**config.mk**
```make
export PLATFORM = sky130hd
export DESIGN_NAME = three_axis_bresenham_stepper_unit
export DESIGN_NICKNAME = d
export VERILOG_FILES = /design/src/rtl/core/tabs_pkg.sv /design/src/rtl/core/tabs_axis.sv /design/src/rtl/core/three_axis_bresenham_stepper_unit.sv
export VERILOG_INCLUDE_DIRS = /design/src /design/src/rtl/core
export SDC_FILE = /design/constraint.sdc
export NUM_CORES = 2
export LEC_CHECK = 0
export BUFFER_PORTS_ARGS = -buffer_cell sky130_fd_sc_hd__buf_2
export CORE_UTILIZATION = 64
export DETAILED_ROUTE_END_ITERATION = 10
export GPL_ROUTABILITY_DRIVEN = 0
export PLACE_DENSITY_LB_ADDON = 0.2
export SETUP_SLACK_MARGIN = 0.4
export SLEW_MARGIN = 20
export SYNTH_ARGS = -nofsm -noshare
export SYNTH_HDL_FRONTEND = slang
export SYNTH_HIERARCHICAL = 1
export SYNTH_SLANG_ARGS = --single-unit
```
**constraint.sdc**
```tcl
create_clock -name aclk -period 12.6 [get_ports aclk]
set_input_delay 3.15 -clock aclk [delete_from_list [all_inputs] [get_ports aclk]]
set_output_delay 3.15 -clock aclk [all_outputs]
set_load 0.01 [all_outputs]
```
**src/rtl/core/three_axis_bresenham_stepper_unit_defines.svh**
```systemverilog
// ----------------------------------------------------------------------------
// three_axis_bresenham_stepper_unit_defines
// assertion macros shared by the stepper rtl, clocked on aclk and
// disabled while aresetn is low
// ----------------------------------------------------------------------------
`ifndef THREE_AXIS_BRESENHAM_STEPPER_UNIT_DEFINES_SVH
`define THREE_AXIS_BRESENHAM_STEPPER_UNIT_DEFINES_SVH

// consequent checked in the same cycle
`define TABS_ASSERT_NOW(label, ante, cons, msg) \
    label: assert property (@(posedge aclk) disable iff (!aresetn) (ante) |-> (cons)) \
        else $error(msg);

// consequent checked in the next cycle
`define TABS_ASSERT_NEXT(label, ante, cons, msg) \
    label: assert property (@(posedge aclk) disable iff (!aresetn) (ante) |=> (cons)) \
        else $error(msg);

`endif

```
**src/rtl/core/tabs_pkg.sv**
```systemverilog
// ----------------------------------------------------------------------------
// tabs_pkg
// shared types, widths and coil tables of the three axis line stepper
// ----------------------------------------------------------------------------
package tabs_pkg;

    localparam int FIELD_BITS     = 32;
    localparam int POS_BITS_DEF   = 32;
    localparam int ERR_BITS       = 34;
    localparam int PHASE_BITS     = 4;
    localparam int PHASE_IDX_BITS = 3;
    localparam int PHASE_COUNT    = 8;
    localparam int REP_BITS       = 4;
    localparam int COIL_BITS      = 5;
    localparam int AXES           = 3;
    localparam int APB_DATA_BITS  = 32;
    localparam int APB_ADDR_BITS  = 4;
    localparam int REG_IDX_BITS   = 2;

    typedef enum logic {
        OP_LOAD = 1'b0,
        OP_TICK = 1'b1
    } op_t;

    typedef enum logic [1:0] {
        AXIS_X = 2'd0,
        AXIS_Y = 2'd1,
        AXIS_Z = 2'd2
    } axis_t;

    // two bit signed step direction
    typedef enum logic [1:0] {
        DIR_NONE = 2'b00,
        DIR_POS  = 2'b01,
        DIR_NEG  = 2'b11
    } dir_t;

    typedef enum logic [REG_IDX_BITS-1:0] {
        REG_STEP_REPEAT_X = 2'd0,
        REG_STEP_REPEAT_Y = 2'd1,
        REG_STEP_REPEAT_Z = 2'd2
    } reg_idx_t;

    typedef struct packed {
        logic load;
        logic tick;
        logic all_zero;
        logic is_major;
    } axis_ctrl_t;

    typedef struct packed {
        logic count_zero;
        logic at_target;
        logic at_target_next;
    } axis_stat_t;

    localparam logic [COIL_BITS-1:0] COIL_X [8] =
        '{5'h10, 5'h18, 5'h08, 5'h0C, 5'h04, 5'h06, 5'h02, 5'h12};
    localparam logic [COIL_BITS-1:0] COIL_Y [8] =
        '{5'h10, 5'h14, 5'h04, 5'h0C, 5'h08, 5'h09, 5'h01, 5'h11};
    localparam logic [COIL_BITS-1:0] COIL_Z [8] =
        '{5'h02, 5'h0A, 5'h08, 5'h09, 5'h01, 5'h05, 5'h04, 5'h06};

    function automatic logic [COIL_BITS-1:0] coil_lookup(
        axis_t                     axis,
        logic [PHASE_IDX_BITS-1:0] idx
    );
        logic [COIL_BITS-1:0] pat;
        case (axis)
            AXIS_X:  pat = COIL_X[idx];
            AXIS_Y:  pat = COIL_Y[idx];
            AXIS_Z:  pat = COIL_Z[idx];
            default: pat = COIL_X[idx];
        endcase
        return pat;
    endfunction

endpackage

```
**src/rtl/core/tabs_axis.sv**
```systemverilog
// ----------------------------------------------------------------------------
// tabs_axis
// per axis state and next state: load setup, chained phase steps,
// bresenham error update and coil pattern
// ----------------------------------------------------------------------------
`include "three_axis_bresenham_stepper_unit_defines.svh"

module tabs_axis #(
    parameter int              POS_BITS = tabs_pkg::POS_BITS_DEF,
    parameter tabs_pkg::axis_t AXIS     = tabs_pkg::AXIS_X
) (
    input  logic                            aclk,
    input  logic                            aresetn,
    input  tabs_pkg::axis_ctrl_t            ctrl,
    input  logic [tabs_pkg::REP_BITS-1:0]   step_repeat,
    input  logic [tabs_pkg::FIELD_BITS-1:0] target,
    input  logic [POS_BITS-1:0]             major_delta,
    output tabs_pkg::axis_stat_t            stat,
    output logic [POS_BITS-1:0]             delta_load,
    output logic [POS_BITS-1:0]             delta,
    output logic [tabs_pkg::COIL_BITS-1:0]  coil_next,
    output logic [tabs_pkg::FIELD_BITS-1:0] position_next
);

    typedef struct packed {
        logic [POS_BITS-1:0]              pos;
        logic [tabs_pkg::PHASE_BITS-1:0]  phase;
        logic [tabs_pkg::REP_BITS-1:0]    count;
        logic [tabs_pkg::COIL_BITS-1:0]   coil;
    } step_t;

    logic [POS_BITS-1:0]             pos_reg;
    logic [POS_BITS-1:0]             target_reg;
    logic [POS_BITS-1:0]             delta_reg;
    tabs_pkg::dir_t                  dir_reg;
    logic [tabs_pkg::ERR_BITS-1:0]   err_reg;
    logic [tabs_pkg::PHASE_BITS-1:0] phase_reg;
    logic [tabs_pkg::REP_BITS-1:0]   count_reg;
    logic [tabs_pkg::COIL_BITS-1:0]  coil_reg;

    step_t                           cur;
    step_t                           s1;
    step_t                           s2;
    step_t                           reload;
    logic                            at1;
    logic [tabs_pkg::REP_BITS-1:0]   rep;
    logic [tabs_pkg::ERR_BITS-1:0]   err_add;
    logic                            err_hit;
    logic [tabs_pkg::ERR_BITS-1:0]   err_next;
    logic [POS_BITS-1:0]             tgt_load;
    logic [POS_BITS:0]               diff;
    logic [POS_BITS:0]               diff_neg;
    tabs_pkg::dir_t                  dir_load;
    logic [POS_BITS-1:0]             pos_sel;

    function automatic step_t phase_step(step_t st, tabs_pkg::dir_t dir);
        step_t                           nxt;
        logic [tabs_pkg::PHASE_BITS-1:0] ph;
        logic [1:0]                      dir_bits;
        nxt      = st;
        ph       = st.phase;
        dir_bits = dir;
        // phase wraps into 1..PHASE_COUNT before use
        if (ph == '0) begin
            ph = tabs_pkg::PHASE_BITS'(tabs_pkg::PHASE_COUNT);
        end else if (ph > tabs_pkg::PHASE_BITS'(tabs_pkg::PHASE_COUNT)) begin
            ph = tabs_pkg::PHASE_BITS'(1);
        end
        nxt.coil = tabs_pkg::coil_lookup(AXIS,
                       tabs_pkg::PHASE_IDX_BITS'(ph - tabs_pkg::PHASE_BITS'(1)));
        case (dir)
            tabs_pkg::DIR_POS: nxt.phase = ph + tabs_pkg::PHASE_BITS'(1);
            tabs_pkg::DIR_NEG: nxt.phase = ph - tabs_pkg::PHASE_BITS'(1);
            default:           nxt.phase = ph;
        endcase
        nxt.count = st.count - tabs_pkg::REP_BITS'(1);
        if (nxt.count == '0) begin
            nxt.pos = st.pos + {{(POS_BITS-2){dir_bits[1]}}, dir_bits};
        end
        return nxt;
    endfunction

    // tick path
    always_comb begin
        cur      = '{pos: pos_reg, phase: phase_reg, count: count_reg, coil: coil_reg};
        s1       = (count_reg != '0) ? phase_step(cur, dir_reg) : cur;
        at1      = (s1.pos == target_reg);
        rep      = (step_repeat == '0) ? tabs_pkg::REP_BITS'(1) : step_repeat;
        err_add  = err_reg + tabs_pkg::ERR_BITS'(delta_reg);
        // 2*error >= major delta, compared one bit wider
        err_hit  = $signed({err_add, 1'b0}) >=
                   $signed({1'b0, tabs_pkg::ERR_BITS'(major_delta)});
        reload       = s1;
        reload.count = rep;
        s2       = s1;
        err_next = err_reg;
        if (ctrl.all_zero && !at1) begin
            if (ctrl.is_major) begin
                s2 = phase_step(reload, dir_reg);
            end else if (dir_reg != tabs_pkg::DIR_NONE) begin
                err_next = err_add;
                if (err_hit) begin
                    err_next = err_add - tabs_pkg::ERR_BITS'(major_delta);
                    s2       = phase_step(reload, dir_reg);
                end
            end
        end
        stat.count_zero     = (s1.count == '0);
        stat.at_target      = (pos_reg == target_reg);
        stat.at_target_next = (s2.pos == target_reg);
    end

    // load path
    always_comb begin
        tgt_load = target[POS_BITS-1:0];
        diff     = {tgt_load[POS_BITS-1], tgt_load} - {pos_reg[POS_BITS-1], pos_reg};
        diff_neg = -diff;
        if (diff[POS_BITS]) begin
            dir_load   = tabs_pkg::DIR_NEG;
            delta_load = diff_neg[POS_BITS-1:0];
        end else if (diff != '0) begin
            dir_load   = tabs_pkg::DIR_POS;
            delta_load = diff[POS_BITS-1:0];
        end else begin
            dir_load   = tabs_pkg::DIR_NONE;
            delta_load = '0;
        end
    end

    always_comb begin
        pos_sel       = ctrl.tick ? s2.pos : pos_reg;
        position_next = tabs_pkg::FIELD_BITS'($signed(pos_sel));
        coil_next     = ctrl.tick ? s2.coil : coil_reg;
        delta         = delta_reg;
    end

    always_ff @(posedge aclk) begin
        if (!aresetn) begin
            pos_reg    <= '0;
            target_reg <= '0;
            delta_reg  <= '0;
            dir_reg    <= tabs_pkg::DIR_NONE;
            err_reg    <= '0;
            phase_reg  <= '0;
            count_reg  <= '0;
            coil_reg   <= '0;
        end else if (ctrl.load) begin
            target_reg <= tgt_load;
            dir_reg    <= dir_load;
            delta_reg  <= delta_load;
            err_reg    <= '0;
            count_reg  <= '0;
        end else if (ctrl.tick) begin
            pos_reg    <= s2.pos;
            phase_reg  <= s2.phase;
            count_reg  <= s2.count;
            coil_reg   <= s2.coil;
            err_reg    <= err_next;
        end
    end

    `TABS_ASSERT_NOW(a_phase_range, 1'b1, phase_reg <= tabs_pkg::PHASE_BITS'(tabs_pkg::PHASE_COUNT + 1), "phase left its wrap range")
    `TABS_ASSERT_NEXT(a_load_keeps_motion, ctrl.load, $stable(pos_reg) && $stable(coil_reg), "load moved the axis")
    `TABS_ASSERT_NEXT(a_load_clears_count, ctrl.load, count_reg == '0 && err_reg == '0, "load left a pending step")

endmodule

```
**src/rtl/core/three_axis_bresenham_stepper_unit.sv**
```systemverilog
// ----------------------------------------------------------------------------
// three_axis_bresenham_stepper_unit
// three axis bresenham line stepper with half step coil patterns
// ----------------------------------------------------------------------------
// One item per clock: a load or tick is taken whenever the result register is
// empty or being drained, and its result appears in the result register in the
// cycle after acceptance. The cycle is set by the per axis next-state pass, which
// holds up to two chained phase steps and the 34 bit error add and compare.
// Users must write step_repeat registers over apb only while idle; unenforced.
`include "three_axis_bresenham_stepper_unit_defines.svh"

module three_axis_bresenham_stepper_unit #(
    parameter int POS_BITS = tabs_pkg::POS_BITS_DEF
) (
    input  logic                               aclk,
    input  logic                               aresetn,
    // input item channel
    input  logic                               s_valid,
    output logic                               s_ready,
    input  logic                               s_op,
    input  logic [tabs_pkg::FIELD_BITS-1:0]    s_target_x,
    input  logic [tabs_pkg::FIELD_BITS-1:0]    s_target_y,
    input  logic [tabs_pkg::FIELD_BITS-1:0]    s_target_z,
    input  logic                               s_running,
    // result channel
    output logic                               m_valid,
    input  logic                               m_ready,
    output logic [tabs_pkg::COIL_BITS-1:0]     m_coil_x,
    output logic [tabs_pkg::COIL_BITS-1:0]     m_coil_y,
    output logic [tabs_pkg::COIL_BITS-1:0]     m_coil_z,
    output logic [tabs_pkg::FIELD_BITS-1:0]    m_position_x,
    output logic [tabs_pkg::FIELD_BITS-1:0]    m_position_y,
    output logic [tabs_pkg::FIELD_BITS-1:0]    m_position_z,
    output logic                               m_finished,
    // configuration
    input  logic                               psel,
    input  logic                               penable,
    input  logic                               pwrite,
    input  logic [tabs_pkg::APB_ADDR_BITS-1:0] paddr,
    input  logic [tabs_pkg::APB_DATA_BITS-1:0] pwdata,
    output logic [tabs_pkg::APB_DATA_BITS-1:0] prdata,
    output logic                               pready
);

    localparam int AXES = tabs_pkg::AXES;

    logic [tabs_pkg::REP_BITS-1:0]     rep_reg [AXES];
    tabs_pkg::axis_t                   major_reg;
    tabs_pkg::axis_t                   major_next;
    logic                              m_valid_reg;
    logic [tabs_pkg::COIL_BITS-1:0]    coil_reg [AXES];
    logic [tabs_pkg::FIELD_BITS-1:0]   pos_reg [AXES];
    logic                              fin_reg;
    logic                              fin_next;

    logic [tabs_pkg::FIELD_BITS-1:0]   tgt_in [AXES];
    tabs_pkg::axis_ctrl_t              ctrl [AXES];
    tabs_pkg::axis_stat_t              stat [AXES];
    logic [POS_BITS-1:0]               delta_load [AXES];
    logic [POS_BITS-1:0]               delta [AXES];
    logic [tabs_pkg::COIL_BITS-1:0]    coil_next [AXES];
    logic [tabs_pkg::FIELD_BITS-1:0]   pos_next [AXES];
    logic [POS_BITS-1:0]               major_delta;
    logic [tabs_pkg::REG_IDX_BITS-1:0] cfg_idx;

    logic                              s_fire;
    logic                              is_load;
    logic                              all_at;
    logic                              all_zero;
    logic                              advance;

    assign s_ready = !m_valid_reg || m_ready;
    assign s_fire  = s_valid && s_ready;
    assign is_load = (s_op == tabs_pkg::OP_LOAD);

    assign tgt_in[0] = s_target_x;
    assign tgt_in[1] = s_target_y;
    assign tgt_in[2] = s_target_z;

    assign all_at   = stat[0].at_target && stat[1].at_target && stat[2].at_target;
    assign all_zero = stat[0].count_zero && stat[1].count_zero && stat[2].count_zero;
    // a tick moves only while running and not yet at every target
    assign advance  = s_fire && !is_load && s_running && !all_at;

    always_comb begin
        case (major_reg)
            tabs_pkg::AXIS_Y: major_delta = delta[1];
            tabs_pkg::AXIS_Z: major_delta = delta[2];
            default:          major_delta = delta[0];
        endcase
    end

    for (genvar i = 0; i < AXES; i++) begin : g_axis
        assign ctrl[i] = '{
            load:     s_fire && is_load,
            tick:     advance,
            all_zero: all_zero,
            is_major: (major_reg == tabs_pkg::axis_t'(i))
        };

        tabs_axis #(
            .POS_BITS (POS_BITS),
            .AXIS     (tabs_pkg::axis_t'(i))
        ) u_axis (
            .aclk          (aclk),
            .aresetn       (aresetn),
            .ctrl          (ctrl[i]),
            .step_repeat   (rep_reg[i]),
            .target        (tgt_in[i]),
            .major_delta   (major_delta),
            .stat          (stat[i]),
            .delta_load    (delta_load[i]),
            .delta         (delta[i]),
            .coil_next     (coil_next[i]),
            .position_next (pos_next[i])
        );
    end

    // ties go to x, then y over z
    always_comb begin
        if (delta_load[0] >= delta_load[1] && delta_load[0] >= delta_load[2]) begin
            major_next = tabs_pkg::AXIS_X;
        end else if (delta_load[1] >= delta_load[2]) begin
            major_next = tabs_pkg::AXIS_Y;
        end else begin
            major_next = tabs_pkg::AXIS_Z;
        end
    end

    always_comb begin
        if (is_load) begin
            fin_next = 1'b0;
        end else if (!s_running || all_at) begin
            fin_next = 1'b1;
        end else begin
            fin_next = all_zero && stat[0].at_target_next &&
                       stat[1].at_target_next && stat[2].at_target_next;
        end
    end

    always_ff @(posedge aclk) begin
        if (!aresetn) begin
            major_reg <= tabs_pkg::AXIS_X;
        end else if (s_fire && is_load) begin
            major_reg <= major_next;
        end
    end

    // result register
    always_ff @(posedge aclk) begin
        if (!aresetn) begin
            m_valid_reg <= 1'b0;
        end else if (s_fire) begin
            m_valid_reg <= 1'b1;
        end else if (m_ready) begin
            m_valid_reg <= 1'b0;
        end
    end

    always_ff @(posedge aclk) begin
        if (s_fire) begin
            for (int a = 0; a < AXES; a++) begin
                coil_reg[a] <= coil_next[a];
                pos_reg[a]  <= pos_next[a];
            end
            fin_reg <= fin_next;
        end
    end

    assign m_valid      = m_valid_reg;
    assign m_coil_x     = coil_reg[0];
    assign m_coil_y     = coil_reg[1];
    assign m_coil_z     = coil_reg[2];
    assign m_position_x = pos_reg[0];
    assign m_position_y = pos_reg[1];
    assign m_position_z = pos_reg[2];
    assign m_finished   = fin_reg;

    // apb registers
    assign pready  = 1'b1;
    assign cfg_idx = paddr[tabs_pkg::APB_ADDR_BITS-1:2];

    always_ff @(posedge aclk) begin
        if (!aresetn) begin
            for (int a = 0; a < AXES; a++) begin
                rep_reg[a] <= tabs_pkg::REP_BITS'(1);
            end
        end else if (psel && penable && pwrite && pready) begin
            case (cfg_idx)
                tabs_pkg::REG_STEP_REPEAT_X: rep_reg[0] <= pwdata[tabs_pkg::REP_BITS-1:0];
                tabs_pkg::REG_STEP_REPEAT_Y: rep_reg[1] <= pwdata[tabs_pkg::REP_BITS-1:0];
                tabs_pkg::REG_STEP_REPEAT_Z: rep_reg[2] <= pwdata[tabs_pkg::REP_BITS-1:0];
                default: ;
            endcase
        end
    end

    always_comb begin
        case (cfg_idx)
            tabs_pkg::REG_STEP_REPEAT_X: prdata = tabs_pkg::APB_DATA_BITS'(rep_reg[0]);
            tabs_pkg::REG_STEP_REPEAT_Y: prdata = tabs_pkg::APB_DATA_BITS'(rep_reg[1]);
            tabs_pkg::REG_STEP_REPEAT_Z: prdata = tabs_pkg::APB_DATA_BITS'(rep_reg[2]);
            default:                     prdata = '0;
        endcase
    end

    `TABS_ASSERT_NEXT(a_load_not_finished, s_fire && is_load, m_valid && !m_finished, "load item reported finished")
    `TABS_ASSERT_NEXT(a_idle_tick_finished, s_fire && !is_load && (!s_running || all_at), m_valid && m_finished, "idle tick not reported finished")
    `TABS_ASSERT_NOW(a_ready_when_empty, !m_valid_reg, s_ready, "input stalled with empty result register")

endmodule

```
# == Word level (Yosys, flattened, before mapping) ==
# Memory sizes are Yosys's and may differ from the RTL's.
# Cells that the tools add are included.
# totals
regBits,439
ram_bits,123
rom_bits,360
input_bits,141
elab_cells,327
memories,12
# mem_list
name,depth,width,rd,rd_clocked_by_memory_dff,wr,line,rtl
pos_reg,3,32,3,0,3,three_axis_bresenham_stepper_unit.sv:52,logic [tabs_pkg::FIELD_BITS-1:0] pos_reg [AXES];
(name not given),8,5,1,0,0,tabs_pkg.sv:72,AXIS_Z: pat = COIL_Z[idx];
(name not given),8,5,1,0,0,tabs_pkg.sv:70,AXIS_X: pat = COIL_X[idx];
(name not given),8,5,1,0,0,tabs_pkg.sv:71,AXIS_Y: pat = COIL_Y[idx];
(name not given),8,5,1,0,0,tabs_pkg.sv:71,
(name not given),8,5,1,0,0,tabs_pkg.sv:70,
+6 memories,-,-,-,-,-,-,
# classes
add_sub_neg,42
n_lt_le_gt_ge,21
eq_ne,19
muxes,127
bitwise_logic,18
n_reduce_logical,61
# ops
operator,n
$mux 45,15
$mux 32,15
$eq 32x32->1,9
$add 32x32->32,6
$mux 4,36
$ge 35x33->1,3
$mux 5,21
$add 34x32->34,3
$mux 34,3
$sub 34x32->34,3
$reduce_bool 33->1,3
$sub 32x32->33,3
$ge 32x32->1,3
$neg 32->32,3
$logic_not 4->1,18
$pmux 4 s2,9
$pmux 32 s2,1
$sub 4x1->4 const B,15
$add 4x1->4 const B,9
$ge 4x4->1 const B,9
$not 3->4,9
$gt 4x4->1 const B,6
$mux 1,21
$logic_and 1x1->1,18
14 further kinds,47

# == Longest topological paths before layout ==
# depth
word_depth,30
depth_mapped,35

# == By module ==
# The synthesis kept the hierarchy.
# modules_own_cells
module,instances,cells_per_inst,area_each_um2,seq_area_each_um2
tabs_axis at g_axis[2].u_axis,1,2664,18971.9,2902.8
tabs_axis at g_axis[0].u_axis,1,2539,18604.1,2902.8
tabs_axis at g_axis[1].u_axis,1,2520,18462.7,2902.8
three_axis_bresenham_stepper_unit,1,621,7141.8,3783.6

# == Worst setup path after synthesis ==
# Ideal clock, no wire load.
# synth_timing
path_type,in2reg
startpoint,input s_target_y[0] in the netlist's numbering
endpoint,register major_reg[0]
arrival_time_ps,8676
required_time_ps,12525
slack_ps,3849
cell_stages,28
n_path_buf,0
cell_sequence,inv_1 -> ha_1 -> inv_1 -> fa_1 -> a21o_1 -> a21oi_1 -> o21bai_1 -> a21oi_1 -> and2_1 -> a31oi_1 -> or3_1 -> a211oi_1 -> nor4b_1 -> nor4b_1 -> nand3_1 -> or3_1 -> nor2_1 -> nand2_1 -> nor4_2 -> nor2_1 -> ha_1 -> nand2b_1 -> a211o_1 -> a21oi_1 -> nor4_1 -> o311ai_1 -> a21oi_1 -> o22ai_1
# synth_rtl
element,line,rtl
"start, declared",three_axis_bresenham_stepper_unit.sv:22,"input logic [tabs_pkg::FIELD_BITS-1:0] s_target_y,"
"end signal, assigned",three_axis_bresenham_stepper_unit.sv:143,major_reg <= tabs_pkg::AXIS_X;
"end signal, assigned",three_axis_bresenham_stepper_unit.sv:145,major_reg <= major_next;
"end, declared",three_axis_bresenham_stepper_unit.sv:48,tabs_pkg::axis_t major_reg;

==> key figures <==
Power
  • PD cells: 140 nW/um2
  • LEAKAGE: 28.6 nW
  • Maximum VDD drop: 0.146 mV

Cells and area
  • Max FFs per register: 102
  • Area grow syn2layout: 6.79%
  • Share of layout cells above drive strength 1: 7.21%
  • Non-filler instance count after layout: 9683
  • Fin nets: 9209
  • # fillers: 8147

Outcome
  • Status: finished, final reports clean

Clocking
  • CTS sink count: 562
  • Clk buf depth: 3
  • CTS tree: yes
  • Resized cells post-CTS: 0
  • Reg clk slew, reported paths: 0.07 ns
  • H-tree depth: 3
  • Clock latency on the worst-skew pair: 0.67 ns
  • TritonCTS Buffers: 70
  • Hold-fix buffers at CTS: 0
  • Root Buffer: clkbuf_16
  • Postcts setup bufs: 0

Drt
  • Routed WL per cell: 22.5 um
  • Post-Route WL: 218000 um
  • Starting DRT DRC Count: 7434
  • DR pass1 iterations: 9
  • Vias: 64800
  • Vias per cell: 6.69
  • ANT nets after route: 0
  • Drc violations: 0

Setup path
  • Worst path max stage delay: 0.76 ns
  • Slowest-stage cell, CP: nor4_1
  • WS Path Type: register to register
  • Nature of the critical path startpoint: register
  • Reg-to-reg startpoint: g_axis[2].u_axis/delta[0]
  • CP most frequent cell: a21oi_1
  • Max FO, Critical Path: 25
  • Worst path required time: 13.12 ns
  • Crit path from: g_axis[2].u_axis/delta[0]
  • Critical path data arrival time: 10.85 ns
  • CP Capture Type: register

Die
  • Core Region: 97300 um2
  • Rows: 114
  • I/O pin count: 288
  • Initial Util: 64.9%
  • Die Span Y: 316 um
  • Die Span X: 316 um
  • Die Area: 100000 um2

GRT
  • Antenna violations before repair: 4
  • First-pass GRT wire length: 332000 um
  • Largest net degree at the start of global routing: 166
  • Vias in the first global route: 59400
  • Grt total ovfl: 0
  • Total GRT Usage: 41.9%

Place
  • Placement Setup Slack: 2.54 ns
  • Cells after DPL: 9552
  • HPWL after DPL: 165000 um
  • IO buf count: 228

STA
  • Final setup fails: 0
  • Slew Viols, Final: 0
  • Post-layout min period: 10.33 ns
  • Relative slew slack: 22.0%
  • Worst Skew: 0.0403 ns
  • Final TNS setup: 0 ns
  • Final Hold Fails: 0
  • Unrepaired setup endpoints after global routing: false
  • Actual slew at the worst max-slew pin: 1.16 ns
  • WHS: 0.432 ns
  • Fmax: 0.0968 GHz
  • Final period util: 82.0%
  • Worst Slack Setup Final: 2.27 ns

Yosys
  • Post-synthesis sequential area ratio: 19.8%
  • Count of cell types in the netlist: 117
  • FF+latch count, synth: 562
  • Number of enable flip-flop cells after synthesis: 124
  • Synth Flop Type: dfxtp_1
  • Synthesized cell area: 63200 um2
  • Mapped Avg Cell Area: 7.57 um2
  • Top post-synthesis cells by area: ha_1, dfxtp_1, a21oi_1
  • Leading area contributor after synthesis: ha_1
  • Area share of the largest cell type after synthesis: 14.0%
  • Gate Count Post-Synth: 8344
  • Most numerous cell in the Yosys netlist: nor2_1
  • Async SR Flop Fraction: 0%
  • Commonest cells in the netlist: nor2_1, a21oi_1, ha_1
  • Syn. warnings: 6

Flow run
  • Max-cap violations: 0

Hold path
  • Hold Crit Start: g_axis[2].u_axis/coil_reg[4]
  • Hold Crit Class: register to register
-- cells by family after synthesis --
family / count (synthesis) / share of synthesized area [%]
simple gates: 2678 / 19.9
compound gates: 2503 / 25.6
buf+inv: 882 / 5.60
fa+ha+maj: 726 / 14.5
xor+xnor: 715 / 10.0
flops: 562 / 19.8
mux: 276 / 4.55
other cells: 2 / 0.0119
-- cell type report --
type	instances	area [um2]	share of cell area, %
Timing Repair Buffer	293	1640	2.43
Clock inverter	29	398	0.590
Multi-Input combinational cell	6927	47400	70.2
Clock buffer	99	2090	3.09
Antenna cell	3	7.51	0.0111
Inverter	494	1860	2.75
Tap cell	1276	1600	2.37
Sequential cell	562	12500	18.5
-- path summary, 6_finish.rpt --
check	cells past startpoint	slack, ns	to
max	33	2.27	m_finished
min	2	0.43	g_axis[2].u_axis/coil_reg[4]
min reg2reg	2	0.43	g_axis[2].u_axis/coil_reg[4]
max reg2reg	33	2.27	m_finished
-- cells in the final DEF, fill, tap and decap left out, drive strengths merged, types with 145 or more instances in the layout --
cell,instances
xor2,274
a211oi,195
buf,293
nand3,145
dfxtp,438
inv,498
mux2i,247
ha,705
o21ai,485
nor2,984
nand2,650
a21oi,796
a21o,208
nor3,196
xnor2,435
-- critical path: cells and delay by family, from the launching register on --
kind                       cells  cell delay, ns
AOI/OAI and AO/OA             22            5.67
and+or+nand+nor                5            2.12
adders and majority gates      3            1.01
buffers and inverters          2            0.78
DFF                            1            0.36
xor gates and xnor gates       1            0.20
-- power breakdown --
group	switching [mW]	leakage, nW	internal [mW]
logic	3.22	22.6	1.90
registers	0.147	4.81	1.94
clock network	0.906	1.22	1.33
-- stage by stage --
step | utilization (%) | power (mW) | cell area, um2
after global routing | 69.4 | 9.93 | 67500
after CTS | 69.4 | 9.25 | 67500
after detailed placement | 66.8 | 7.00 | 65000
after global placement | 66.8 | 6.87 | 65000
final | 69.4 | 9.44 | 67500
after floorplan | - | 5.71 | 63300
-- per-layer routing --
layer  track usage (%)  routed length, um  vias up
met4              26.5              16000        4
met2              63.2              90700     3744
li1                  -                  -    30200
met5                 0                 34        -
met3              11.5              27300      945
met1              52.8              84000    29900
(Power assumes the default switching activity.)
